`src/hw/rtl/lfts_pkg.sv`:
```
// ----------------------------------------------------------------------------
// lfts_pkg: shared types and constants for the line follower turn sequencer
// Item and result layouts, register map, phase codes, control interface.
// ----------------------------------------------------------------------------
package lfts_pkg;

  localparam int TIMER_BITS = 14;
  localparam int TSUM_W     = TIMER_BITS + 1;
  localparam int CMP_W      = (TIMER_BITS > 14) ? TIMER_BITS : 14;
  localparam logic [TIMER_BITS-1:0] TIMER_MAX = {TIMER_BITS{1'b1}};

  // register map, index = paddr[4:2]
  localparam logic [2:0] REG_BASE_SPEED      = 3'd0;
  localparam logic [2:0] REG_STEER_SLOW_PCT  = 3'd1;
  localparam logic [2:0] REG_TURN_SPEED_PCT  = 3'd2;
  localparam logic [2:0] REG_MIN_TURN_PWM    = 3'd3;
  localparam logic [2:0] REG_BRAKE_MS        = 3'd4;
  localparam logic [2:0] REG_APPROACH_MS     = 3'd5;
  localparam logic [2:0] REG_PAUSE_MS        = 3'd6;
  localparam logic [2:0] REG_TURN_TIMEOUT_MS = 3'd7;

  localparam logic [2:0] MODE_STOP       = 3'd0;
  localparam logic [2:0] MODE_FORWARD    = 3'd1;
  localparam logic [2:0] MODE_DIFF       = 3'd2;
  localparam logic [2:0] MODE_SPIN_LEFT  = 3'd3;
  localparam logic [2:0] MODE_SPIN_RIGHT = 3'd4;
  localparam logic [2:0] MODE_BRAKE      = 3'd5;

  localparam logic [1:0] EV_NONE      = 2'd0;
  localparam logic [1:0] EV_TURN_DONE = 2'd1;
  localparam logic [1:0] EV_TIMEOUT   = 2'd2;
  localparam logic [1:0] EV_LINE_LOST = 2'd3;

  localparam logic [7:0] RESET_SPEED = 8'd75;

  typedef enum logic [2:0] {
    PH_FOLLOW   = 3'd0,
    PH_BRAKE    = 3'd1,
    PH_APPROACH = 3'd2,
    PH_PAUSE    = 3'd3,
    PH_SPIN     = 3'd4
  } phase_t;

  typedef enum logic [2:0] {
    ST_IDLE,
    ST_MUL_PTS,
    ST_DIV_PTS,
    ST_MUL_PCT,
    ST_DIV_PCT,
    ST_DECIDE
  } ctrl_state_t;

  typedef struct packed {
    logic [7:0]  base_pwm;
    logic [6:0]  steer_pct;
    logic [6:0]  spin_pct;
    logic [7:0]  min_turn_pwm;
    logic [9:0]  brake_ms;
    logic [9:0]  approach_ms;
    logic [9:0]  pause_ms;
    logic [13:0] spin_timeout_ms;
  } cfg_t;

  typedef struct packed {
    logic [7:0]         elapsed_ms;
    logic               mark_l;
    logic               side_l;
    logic               mid_l;
    logic               mid_r;
    logic               side_r;
    logic               mark_r;
    logic               points_valid;
    logic signed [15:0] points;
  } sample_t;

  typedef struct packed {
    logic [2:0] motor_mode;
    logic [7:0] left_pwm;
    logic [7:0] right_pwm;
    logic [1:0] event_res;
  } result_t;

  typedef struct packed {
    logic load;
    logic mul_pts;
    logic div_pts;
    logic mul_pct;
    logic div_pct;
    logic decide;
  } dp_cmd_t;

  typedef struct packed {
    logic out_busy;
  } dp_status_t;

endpackage

```
`src/hw/rtl/lfts_sample_if.sv`:
```
// ----------------------------------------------------------------------------
// lfts_sample_if: sensor sample channel
// Valid/ready channel carrying one control-period item.
// ----------------------------------------------------------------------------
interface lfts_sample_if;
  import lfts_pkg::*;

  logic    valid;
  logic    ready;
  sample_t data;

  modport source (output valid, output data, input ready);
  modport sink (input valid, input data, output ready);
endinterface

```
`src/hw/rtl/lfts_command_if.sv`:
```
// ----------------------------------------------------------------------------
// lfts_command_if: motor command channel
// Valid/ready channel carrying one motor command result.
// ----------------------------------------------------------------------------
interface lfts_command_if;
  import lfts_pkg::*;

  logic    valid;
  logic    ready;
  result_t data;

  modport source (output valid, output data, input ready);
  modport sink (input valid, input data, output ready);
endinterface

```
`src/hw/rtl/lfts_regs.sv`:
```
// ----------------------------------------------------------------------------
// lfts_regs: configuration register file
// APB-style write/read port for the eight tuning registers.
// ----------------------------------------------------------------------------
module lfts_regs (
  input  logic          clk,
  input  logic          rst,
  input  logic          psel,
  input  logic          penable,
  input  logic          pwrite,
  input  logic [4:0]    paddr,
  input  logic [31:0]   pwdata,
  output logic [31:0]   prdata,
  output logic          pready,
  output lfts_pkg::cfg_t cfg
);
  import lfts_pkg::*;

  logic [2:0] idx;
  logic       wr;

  assign idx    = paddr[4:2];
  assign wr     = psel & penable & pwrite;
  assign pready = 1'b1;

  always_ff @(posedge clk) begin
    if (rst) begin
      cfg.base_pwm        <= 8'd75;
      cfg.steer_pct       <= 7'd60;
      cfg.spin_pct        <= 7'd85;
      cfg.min_turn_pwm    <= 8'd80;
      cfg.brake_ms        <= 10'd120;
      cfg.approach_ms     <= 10'd230;
      cfg.pause_ms        <= 10'd100;
      cfg.spin_timeout_ms <= 14'd3500;
    end else if (wr) begin
      case (idx)
        REG_BASE_SPEED:      cfg.base_pwm        <= pwdata[7:0];
        REG_STEER_SLOW_PCT:  cfg.steer_pct       <= pwdata[6:0];
        REG_TURN_SPEED_PCT:  cfg.spin_pct        <= pwdata[6:0];
        REG_MIN_TURN_PWM:    cfg.min_turn_pwm    <= pwdata[7:0];
        REG_BRAKE_MS:        cfg.brake_ms        <= pwdata[9:0];
        REG_APPROACH_MS:     cfg.approach_ms     <= pwdata[9:0];
        REG_PAUSE_MS:        cfg.pause_ms        <= pwdata[9:0];
        REG_TURN_TIMEOUT_MS: cfg.spin_timeout_ms <= pwdata[13:0];
        default: ;
      endcase
    end
  end

  always_comb begin
    case (idx)
      REG_BASE_SPEED:      prdata = {24'd0, cfg.base_pwm};
      REG_STEER_SLOW_PCT:  prdata = {25'd0, cfg.steer_pct};
      REG_TURN_SPEED_PCT:  prdata = {25'd0, cfg.spin_pct};
      REG_MIN_TURN_PWM:    prdata = {24'd0, cfg.min_turn_pwm};
      REG_BRAKE_MS:        prdata = {22'd0, cfg.brake_ms};
      REG_APPROACH_MS:     prdata = {22'd0, cfg.approach_ms};
      REG_PAUSE_MS:        prdata = {22'd0, cfg.pause_ms};
      REG_TURN_TIMEOUT_MS: prdata = {18'd0, cfg.spin_timeout_ms};
      default:             prdata = 32'd0;
    endcase
  end
endmodule

```
`src/hw/rtl/lfts_ctrl.sv`:
```
// ----------------------------------------------------------------------------
// lfts_ctrl: sequencing controller
// Steps the datapath through speed, percentage and decision cycles per item.
// ----------------------------------------------------------------------------
module lfts_ctrl (
  input  logic                 clk,
  input  logic                 rst,
  input  logic                 sample_valid,
  output logic                 sample_ready,
  input  lfts_pkg::dp_status_t status,
  output lfts_pkg::dp_cmd_t    cmd
);
  import lfts_pkg::*;

  ctrl_state_t state, state_next;

  always_ff @(posedge clk) begin
    if (rst) begin
      state <= ST_IDLE;
    end else begin
      state <= state_next;
    end
  end

  always_comb begin
    state_next = state;
    case (state)
      ST_IDLE:    if (sample_valid) state_next = ST_MUL_PTS;
      ST_MUL_PTS: state_next = ST_DIV_PTS;
      ST_DIV_PTS: state_next = ST_MUL_PCT;
      ST_MUL_PCT: state_next = ST_DIV_PCT;
      ST_DIV_PCT: state_next = ST_DECIDE;
      ST_DECIDE:  if (!status.out_busy) state_next = ST_IDLE;
      default:    state_next = ST_IDLE;
    endcase
  end

  always_comb begin
    cmd          = '0;
    sample_ready = 1'b0;
    case (state)
      ST_IDLE: begin
        sample_ready = 1'b1;
        cmd.load     = sample_valid;
      end
      ST_MUL_PTS: cmd.mul_pts = 1'b1;
      ST_DIV_PTS: cmd.div_pts = 1'b1;
      ST_MUL_PCT: cmd.mul_pct = 1'b1;
      ST_DIV_PCT: cmd.div_pct = 1'b1;
      ST_DECIDE:  cmd.decide  = !status.out_busy;
      default: ;
    endcase
  end
endmodule

```
`src/hw/rtl/lfts_dp.sv`:
```
// ----------------------------------------------------------------------------
// lfts_dp: sequencer datapath
// Item latch, speed arithmetic, turn state, decision logic, result register.
// ----------------------------------------------------------------------------
module lfts_dp (
  input  logic                 clk,
  input  logic                 rst,
  input  lfts_pkg::cfg_t       cfg,
  input  lfts_pkg::dp_cmd_t    cmd,
  output lfts_pkg::dp_status_t status,
  input  lfts_pkg::sample_t    sample_data,
  output logic                 result_valid,
  input  logic                 result_ready,
  output lfts_pkg::result_t    result_data
);
  import lfts_pkg::*;

  // ceil(2^29/1000) and ceil(2^22/100): exact floor over the operand ranges
  localparam logic [19:0] RECIP_1000 = 20'd536871;
  localparam logic [15:0] RECIP_100  = 16'd41944;

  function automatic logic reached(input logic [TIMER_BITS-1:0] t,
                                   input logic [13:0] dur);
    logic [CMP_W-1:0] te;
    logic [CMP_W-1:0] de;
    te = CMP_W'(t);
    de = CMP_W'(dur);
    return (te >= de) || (t == TIMER_MAX);
  endfunction

  // latched item
  sample_t     item;
  logic [10:0] total;

  // arithmetic pipeline
  logic [18:0] prod_pts;
  logic [14:0] prod_slow, prod_spin;
  logic [8:0]  slow_q, spin_q;

  // block state
  phase_t                phase;
  logic                  turn_to_left;
  logic [TIMER_BITS-1:0] phase_timer;
  logic [7:0]            current_speed;

  logic signed [16:0] total_sum;
  logic [10:0]        total_clamped;
  logic [38:0]        q_pts_full;
  logic [9:0]         q_pts;
  logic [30:0]        q_slow_full, q_spin_full;

  always_comb begin
    total_sum = 17'sd1000 + {sample_data.points[15], sample_data.points};
    if (sample_data.points < -16'sd1000) begin
      total_clamped = 11'd0;
    end else if (sample_data.points > 16'sd1000) begin
      total_clamped = 11'd2000;
    end else begin
      total_clamped = total_sum[10:0];
    end
  end

  assign q_pts_full  = {20'd0, prod_pts} * {19'd0, RECIP_1000};
  assign q_pts       = q_pts_full[38:29];
  assign q_slow_full = {16'd0, prod_slow} * {15'd0, RECIP_100};
  assign q_spin_full = {16'd0, prod_spin} * {15'd0, RECIP_100};

  always_ff @(posedge clk) begin
    if (cmd.load) begin
      item  <= sample_data;
      total <= total_clamped;
    end
    if (cmd.mul_pts) begin
      prod_pts <= {11'd0, cfg.base_pwm} * {8'd0, total};
    end
    if (cmd.mul_pct) begin
      prod_slow <= {7'd0, current_speed} * {8'd0, cfg.steer_pct};
      prod_spin <= {7'd0, current_speed} * {8'd0, cfg.spin_pct};
    end
    if (cmd.div_pct) begin
      slow_q <= q_slow_full[30:22];
      spin_q <= q_spin_full[30:22];
    end
  end

  // decision
  phase_t                ph;
  logic [TIMER_BITS-1:0] t;
  logic                  ttl;
  logic                  done;
  result_t               res;
  logic [TSUM_W-1:0]     tsum;
  logic [7:0]            slow_pwm, spin_pwm;
  logic [8:0]            spin_lo;

  always_comb begin
    slow_pwm = slow_q[8] ? 8'hFF : slow_q[7:0];
    spin_lo  = (spin_q < {1'b0, cfg.min_turn_pwm}) ? {1'b0, cfg.min_turn_pwm} : spin_q;
    if (current_speed == 8'd0) begin
      spin_pwm = 8'd0;
    end else begin
      spin_pwm = spin_lo[8] ? 8'hFF : spin_lo[7:0];
    end
  end

  always_comb begin
    ph   = phase;
    t    = phase_timer;
    ttl  = turn_to_left;
    done = 1'b0;
    res  = '{motor_mode: MODE_STOP, left_pwm: 8'd0, right_pwm: 8'd0, event_res: EV_NONE};
    tsum = {1'b0, phase_timer} + TSUM_W'(item.elapsed_ms);

    if (phase == PH_FOLLOW) begin
      if (current_speed == 8'd0) begin
        done = 1'b1;
      end else if (item.mark_l || item.mark_r) begin
        ttl = item.mark_l;
        ph  = PH_BRAKE;
        t   = '0;
      end else begin
        done = 1'b1;
        if (item.side_l && !item.side_r) begin
          res = '{motor_mode: MODE_DIFF, left_pwm: slow_pwm,
                  right_pwm: current_speed, event_res: EV_NONE};
        end else if (item.side_r && !item.side_l) begin
          res = '{motor_mode: MODE_DIFF, left_pwm: current_speed,
                  right_pwm: slow_pwm, event_res: EV_NONE};
        end else if (item.mid_l || item.mid_r) begin
          res = '{motor_mode: MODE_FORWARD, left_pwm: current_speed,
                  right_pwm: current_speed, event_res: EV_NONE};
        end else begin
          res.event_res = EV_LINE_LOST;
        end
      end
    end else begin
      t = tsum[TIMER_BITS] ? TIMER_MAX : tsum[TIMER_BITS-1:0];
    end

    if (!done) begin
      // several timed phases may end within one period
      if (ph == PH_BRAKE && reached(t, {4'd0, cfg.brake_ms})) begin
        ph = PH_APPROACH;
        t  = '0;
      end
      if (ph == PH_APPROACH && reached(t, {4'd0, cfg.approach_ms})) begin
        ph = PH_PAUSE;
        t  = '0;
      end
      if (ph == PH_PAUSE && reached(t, {4'd0, cfg.pause_ms})) begin
        ph = PH_SPIN;
        t  = '0;
      end
      case (ph)
        PH_BRAKE:    res.motor_mode = MODE_BRAKE;
        PH_APPROACH: res = '{motor_mode: MODE_FORWARD, left_pwm: current_speed,
                             right_pwm: current_speed, event_res: EV_NONE};
        PH_PAUSE:    res.motor_mode = MODE_STOP;
        default: begin
          if (reached(t, cfg.spin_timeout_ms)) begin
            ph = PH_FOLLOW;
            t  = '0;
            res.event_res = EV_TIMEOUT;
          end else if (item.mid_l || item.mid_r) begin
            ph = PH_FOLLOW;
            t  = '0;
            res.event_res = EV_TURN_DONE;
          end else if (spin_pwm == 8'd0) begin
            ph = PH_FOLLOW;
            t  = '0;
          end else begin
            res = '{motor_mode: ttl ? MODE_SPIN_LEFT : MODE_SPIN_RIGHT,
                    left_pwm: spin_pwm, right_pwm: spin_pwm, event_res: EV_NONE};
          end
        end
      endcase
    end
  end

  always_ff @(posedge clk) begin
    if (rst) begin
      phase         <= PH_FOLLOW;
      turn_to_left  <= 1'b0;
      phase_timer   <= '0;
      current_speed <= RESET_SPEED;
      result_valid  <= 1'b0;
    end else begin
      if (cmd.div_pts && phase == PH_FOLLOW && item.points_valid) begin
        current_speed <= (q_pts > 10'd255) ? 8'hFF : q_pts[7:0];
      end
      if (cmd.decide) begin
        phase        <= ph;
        phase_timer  <= t;
        turn_to_left <= ttl;
        result_valid <= 1'b1;
      end else if (result_ready) begin
        result_valid <= 1'b0;
      end
    end
  end

  always_ff @(posedge clk) begin
    if (cmd.decide) begin
      result_data <= res;
    end
  end

  assign status.out_busy = result_valid && !result_ready;
endmodule

```
`src/hw/rtl/line_follower_turn_sequencer_top.sv`:
```
// ----------------------------------------------------------------------------
// line_follower_turn_sequencer_top: line follower turn sequencer
// Per-period steering, turn sequencing and points-based speed control.
// ----------------------------------------------------------------------------
// Usage:
//  - sample: one item per control period (elapsed ms, six line sensors,
//    optional points update). Transfer when valid and ready are high.
//  - command: one motor command per sample (mode, two PWM duties, event).
//  - APB-style port: eight tuning registers at byte address 4*index;
//    write only while no item is in flight. pready is tied high.
// Sequence: after a sample transfer the controller walks the shared steps
//  in order: points multiply, divide by 1000, percentage multiplies,
//  divide by 100, decide. The command is registered in the decide step,
//  and the next sample is accepted only once the decide step is done.
// Stall: the command register holds its result until taken; the next
//  sample is still accepted and computed, and only the decide step waits
//  for the command register to free up.
// Reset (rst, synchronous): follow phase, speed 75, timer cleared,
//  registers at their defaults, no command pending.
// ----------------------------------------------------------------------------
module line_follower_turn_sequencer_top (
  input  logic          clk,
  input  logic          rst,
  lfts_sample_if.sink   sample,
  lfts_command_if.source command,
  input  logic          psel,
  input  logic          penable,
  input  logic          pwrite,
  input  logic [4:0]    paddr,
  input  logic [31:0]   pwdata,
  output logic [31:0]   prdata,
  output logic          pready
);
  import lfts_pkg::*;

  cfg_t       cfg;
  dp_cmd_t    cmd;
  dp_status_t status;

  // tuning registers
  lfts_regs u_regs (
    .clk     (clk),
    .rst     (rst),
    .psel    (psel),
    .penable (penable),
    .pwrite  (pwrite),
    .paddr   (paddr),
    .pwdata  (pwdata),
    .prdata  (prdata),
    .pready  (pready),
    .cfg     (cfg)
  );

  // step sequencer; ready only in its idle state
  lfts_ctrl u_ctrl (
    .clk          (clk),
    .rst          (rst),
    .sample_valid (sample.valid),
    .sample_ready (sample.ready),
    .status       (status),
    .cmd          (cmd)
  );

  // arithmetic, turn state and the command register
  lfts_dp u_dp (
    .clk          (clk),
    .rst          (rst),
    .cfg          (cfg),
    .cmd          (cmd),
    .status       (status),
    .sample_data  (sample.data),
    .result_valid (command.valid),
    .result_ready (command.ready),
    .result_data  (command.data)
  );
endmodule
```
`src/flat_wrapper.sv`:
```
// flat-port wrapper written by rule: the top's interface ports become plain ports
module line_follower_turn_sequencer_top_flat import lfts_pkg::*;
  (clk, rst, psel, penable, pwrite, paddr, pwdata, prdata, pready, sample_valid, sample_data, sample_ready, command_valid, command_data, command_ready);
  lfts_sample_if sample_i ();
  lfts_command_if command_i ();
  input  logic clk;
  input  logic rst;
  input  logic psel;
  input  logic penable;
  input  logic pwrite;
  input  logic [4:0] paddr;
  input  logic [31:0] pwdata;
  output logic [31:0] prdata;
  output logic pready;
  input wire logic [$bits(sample_i.valid)-1:0] sample_valid;
  input wire logic [$bits(sample_i.data)-1:0] sample_data;
  output wire logic [$bits(sample_i.ready)-1:0] sample_ready;
  output wire logic [$bits(command_i.valid)-1:0] command_valid;
  output wire logic [$bits(command_i.data)-1:0] command_data;
  input wire logic [$bits(command_i.ready)-1:0] command_ready;
  assign sample_i.valid = sample_valid;
  assign sample_i.data = sample_data;
  assign sample_ready = sample_i.ready;
  assign command_valid = command_i.valid;
  assign command_data = command_i.data;
  assign command_i.ready = command_ready;
  line_follower_turn_sequencer_top u_core (.clk(clk), .rst(rst), .sample(sample_i), .command(command_i), .psel(psel), .penable(penable), .pwrite(pwrite), .paddr(paddr), .pwdata(pwdata), .prdata(prdata), .pready(pready));
endmodule
```
`config.mk`:
```
export PLATFORM = sky130hd
export DESIGN_NAME = line_follower_turn_sequencer_top_flat
export DESIGN_NICKNAME = d
export VERILOG_FILES = /design/src/hw/rtl/lfts_pkg.sv /design/src/hw/rtl/lfts_sample_if.sv /design/src/hw/rtl/lfts_command_if.sv /design/src/hw/rtl/lfts_regs.sv /design/src/hw/rtl/lfts_ctrl.sv /design/src/hw/rtl/lfts_dp.sv /design/src/hw/rtl/line_follower_turn_sequencer_top.sv /design/src/flat_wrapper.sv
export SDC_FILE = /design/constraint.sdc
export NUM_CORES = 2
export LEC_CHECK = 0
export BUFFER_PORTS_ARGS = -buffer_cell sky130_fd_sc_hd__buf_2
export CAP_MARGIN = 20
export CORE_UTILIZATION = 50
export DETAILED_ROUTE_END_ITERATION = 16
export MAX_ROUTING_LAYER = met4
export PLACE_DENSITY = 0.67
export REMOVE_ABC_BUFFERS = 1
export SYNTH_ARGS = -nofsm -noshare
export SYNTH_HDL_FRONTEND = slang
export SYNTH_SLANG_ARGS = --single-unit
```
`constraint.sdc`:
```
create_clock -name clk -period 14.4 [get_ports clk]
set_input_delay 4.32 -clock clk [delete_from_list [all_inputs] [get_ports clk]]
set_output_delay 4.32 -clock clk [all_outputs]
set_load 0.03 [all_outputs]
```
=== Word level (Yosys, flattened, before mapping) ===
Index checks and enable logic that the tools add are counted.

* Register bits after elaboration: 218
* Bits in latches: 0
* Bits in writable memories: 0
* ROM bits: 0
* Input bits: 75
* Output and inout bits: 56
* Word-level logic and storage cells: 181
* Memories: 0

* Add/subtract/negate cells: 2
* Multipliers: 6
* Divide/modulo/power cells: 0
* Magnitude comparators: 8
* Eq/ne operators: 24
* Shift-type cells: 0
* Mux-type cells: 70
* Bitwise operators: 2
* Reduce and logical (&&, ||, !) cells: 36

{| class="wikitable"
|+ Operator list
! operator !! number
|-
| $pmux 32 s8 || 1
|-
| $mux 14 || 15
|-
| $mux 20 || 5
|-
| $eq 14x14->1 const B || 4
|-
| $mul 15x13->28 const B || 2
|-
| $mux 3 || 17
|-
| $ge 14x10->1 || 3
|-
| $mux 21 || 2
|-
| $mul 19x20->39 const B || 1
|-
| $mux 19 || 2
|-
| $pmux 18 s2 || 1
|-
| $mux 8 || 4
|-
| $mul 8x7->15 || 2
|-
| $eq 3x2->1 const B || 8
|-
| $mul 8x11->19 || 1
|-
| $eq 3x3->1 const B || 6
|-
| $pmux 3 s6 || 1
|-
| $reduce_and 2->1 || 9
|-
| $mux 17 || 1
|-
| $gt 16x11->1 const B || 1
|-
| $logic_not 8->1 || 2
|-
| $lt 16x11->1 const B || 1
|-
| $add 14x8->15 || 1
|-
| $mux 1 || 15
|-
| other kinds (18) || 43
|}

=== Logic depth before layout (Yosys ltp) ===
* Word-level depth: 24
* Depth in mapped cells: 55
* Gate-level depth less buffers: 51

=== Cells and area by module ===
From an unflattened synthesis, not the netlist that was laid out.

* Cells, all modules: 3058
* Area, all modules: 29275.6 um2

{| class="wikitable"
|+ By module, submodules not included
! module !! times used !! cells an instance !! area an instance (um2) !! seq. area each (um2)
|-
| lfts_dp || 1 || 2617 || 25489.4 || 3963.8
|-
| lfts_regs || 1 || 417 || 3597.2 || 1481.4
|-
| lfts_ctrl || 1 || 24 || 188.9 || 60.1
|}

=== Least setup slack after synthesis ===
Ideal clock, no wire load.

* Path kind: input to output
* Start: input paddr[3]
* End: output prdata[7]
* Arrival time: 6.055 ns
* Slack: 4.025 ns
* Cell stages on the path: 6
* Cell sequence: clkbuf_1 -> clkbuf_1 -> clkbuf_1 -> and3_1 -> a21oi_1 -> o21ai_0

* Longest elaborated chain between the ends: 2
* Elaborated cells on any way between the ends: 9

{| class="wikitable"
|+ RTL lines
! item !! RTL line !! text
|-
| from (decl) || flat_wrapper.sv:11 || <nowiki>input logic [4:0] paddr;</nowiki>
|-
| $eq 3x3->1, or another cell as far along || lfts_regs.sv:52 || <nowiki>case (idx)</nowiki>
|-
| $pmux 32 s8 * || lfts_regs.sv:52 ||
|-
| to (decl) || flat_wrapper.sv:13 || <nowiki>output logic [31:0] prdata;</nowiki>
|}

Mark *: on every way between the ends. The rest lies on a longest branch, timed or not. The select of a mux whose other input is x is not followed.

==> reports/qor.yml <==
run_status: "finished clean"
p_per_area_nw_per_um2: 209
setup_slack_ps: 1030
tritoncts: "yes"
total_power_mw: 6.59
setup_viol: 0
rsz0062_at_grt: "no"
fin_tns_setup_ps: 0
syn2layout_area_growth_pct: 6.89
cpPeakStageDelay_ps: 730
antenna_found_initial: 0
p_leak_nw: 15.6
grt_max_degree: 75
placed_area_um2: 30500
rows: 88
wl_mm: 67.1
ys_warn_count: 0
synth_cell_types: 90
netlist_instances: 3119
syn_avg_cell_area_um2: 9.44
power_frac_comb: 0.762
pwr-share-seq: 0.132
drv_cap: 0
syn_area_um2: 29500
period_minus_slack_ps: 13370
drive_above_1_share: 0.0632
postCtsSetupBuffers: 0
hp-class: "flop to flop"
start_util: 0.509
cp_max_fo: 15
drv_slew: 0
die-area_um2: 59900
grt_usage: 0.237
cts_made_buffers: 27
skew_ps: 27.4
gp_congestion: 0.926
async_flop_share: 0
start_kind: "flop"
drc: 0
final_core_util: 0.544
grt_first_pass_wirelength_mm: 112
drt_iter0_markers: 1391
arrival_ps: 13790
crit_path_end_kind: "flop"
criticalPathCategory: "flop to flop"
fin_area_um2: 31500
grt.overflow.total: 0
slew_headroom: 0.303
swShare: 0.474
clk_latency_ps: 580
fin_nets: 4096
cts_hold_buf: 0
fp.dieH_um: 245
dp_slack_ps: 1410
clockBufferDepth: 3
maxClockFrequency_ghz: 0.0748
final_common_cell: "inv_1"
die_w_um: 245
htreeDepth: 1
hold_viol: 0
io_pins: 131
antenna_cells: 0
yosysSeqAreaShare: 0.187
cts_resized: 0
critical-path-slowest-cell: "o41ai_1"
synthFlopType: "edfxtp_1"
fin_crit_sh: 0.929
ir_drop_mv: 0.258
worst_pin_slew_ps: 1040
intPower_mw: 3.47
ant_nets: 0
grt_pass1_vias: 22600
ys_ff_latch: 218
p_clk_frac: 0.106
final_cell_mix: "inv_1 (629), ha_1 (530), fa_1 (332), nand2_1 (226), nor2_1 (190)"
port-buffer-count: 91
place_hpwl_mm: 55.4
p_switching_mw: 3.12
drt_first_pass_iters: 6
synth_edf_count: 114
core_um2: 57900
clk_pin_slew_worst_paths_ps: 60
vias: 21500
clock_sinks: 218
r2r_slack_ps: 1030
worstPathRequired_ps: 14820
viasPerCell: 5.47
wl_per_cell_um: 17.0
root_buffer: "clkbuf_16"
## final cells by class
cell class	instances	area [µm²]
repair buffers	112	632
well taps	765	957
multi-input cells	2171	21100
fillers	5211	26400
inverters	629	2360
flip-flops and latches	218	5510
clock inverters	16	191
clock buffers	32	726
## state kept, by name, summed over array words and instances, names as in the netlist, 11 cells and up
register / count
u_core.u_regs.cfg: 74
u_core.u_dp.result_data: 21
u_core.u_dp.prod_pts: 19
u_core.u_dp.item: 15
u_core.u_dp.prod_slow: 15
u_core.u_dp.prod_spin: 15
u_core.u_dp.phase_timer: 14
u_core.u_dp.total: 11
## cell usage after synthesis (16+ instances only)
cell,number,share of area
o21a_1,16,0.0041
xnor2_1,54,0.016
nand2_1,226,0.029
mux2i_1,40,0.014
ha_1,530,0.23
nor2_1,192,0.024
nand2b_1,26,0.0055
nor3_1,35,0.0059
inv_1,629,0.080
o21ai_0,53,0.0090
edfxtp_1,114,0.12
a211o_1,36,0.011
and2_1,101,0.021
o21bai_1,24,0.0061
and3_1,16,0.0034
a31oi_1,16,0.0034
buf_4,19,0.0048
a21o_1,27,0.0069
clkbuf_1,74,0.0094
fa_1,332,0.23
a211oi_1,21,0.0054
dfxtp_1,104,0.071
nand3_1,43,0.0073
nor2b_1,24,0.0051
a21oi_1,127,0.022
## final timing paths
kind         depth (start not counted)                              endpoint                                     from
max                                 49  u_core.u_dp.result_data[2]$_DFFE_PP_  u_core.u_dp.phase_timer[0]$_SDFFE_PP0P_
min                                  2    u_core.u_regs.cfg[12]$_SDFFE_PP0P_       u_core.u_regs.cfg[12]$_SDFFE_PP0P_
max reg2reg                         49  u_core.u_dp.result_data[2]$_DFFE_PP_  u_core.u_dp.phase_timer[0]$_SDFFE_PP0P_
min reg2reg                          2    u_core.u_regs.cfg[12]$_SDFFE_PP0P_       u_core.u_regs.cfg[12]$_SDFFE_PP0P_
## cell families after synthesis
logic type,after synthesis,synth area share
XOR/XNOR,69,0.0205
flip-flops,218,0.187
AO/OA/AOI/OAI,447,0.108
AND/OR/NAND/NOR,730,0.118
other,2,0.000255
multiplexers,44,0.0163
adder cells (fa/ha/maj),862,0.451
buffers and inverters,747,0.0991
## layer usage
metal | track usage | vias to the layer above | part of all wire
met5 | - | - | 0
met4 | 0.0572 | 0 | 0.022
met3 | 0.0211 | 90 | 0.046
met2 | 0.396 | 522 | 0.48
met1 | 0.312 | 10600 | 0.45
li1 | - | 10300 | -
## through the flow
| step | hold slack, ps | cells |
|---|---|---|
| 3_3_place_gp | 448 | 3892 |
| 4_1_cts | 457 | 3941 |
| 6_report | 455 | 3943 |
| 3_5_place_dp | 448 | 3893 |
| 5_1_grt | 469 | 3943 |
| 2_1_floorplan | 430 | 3018 |
## power by group through the flow
stage                     Combinational [mW]  Sequential, mW  Clock (mW)
final                                   5.02           0.870       0.701
after CTS                               5.11           0.870       0.717
after floorplan                         3.82           0.857           0
after global routing                    5.89           0.878       0.738
after detailed placement                5.04           0.883           0
after global placement                  4.81           0.882           0
## worst max-delay path: cells and delay by family (launching register included)
kind,cells,cell delay (ps)
AO/OA/AOI/OAI,31,8520
AND/OR/NAND/NOR,10,2450
adder cells (fa/ha/maj),6,1690
flip-flops,1,390
buffers and inverters,2,160
Note: power is estimated with default switching activity, not from simulation.
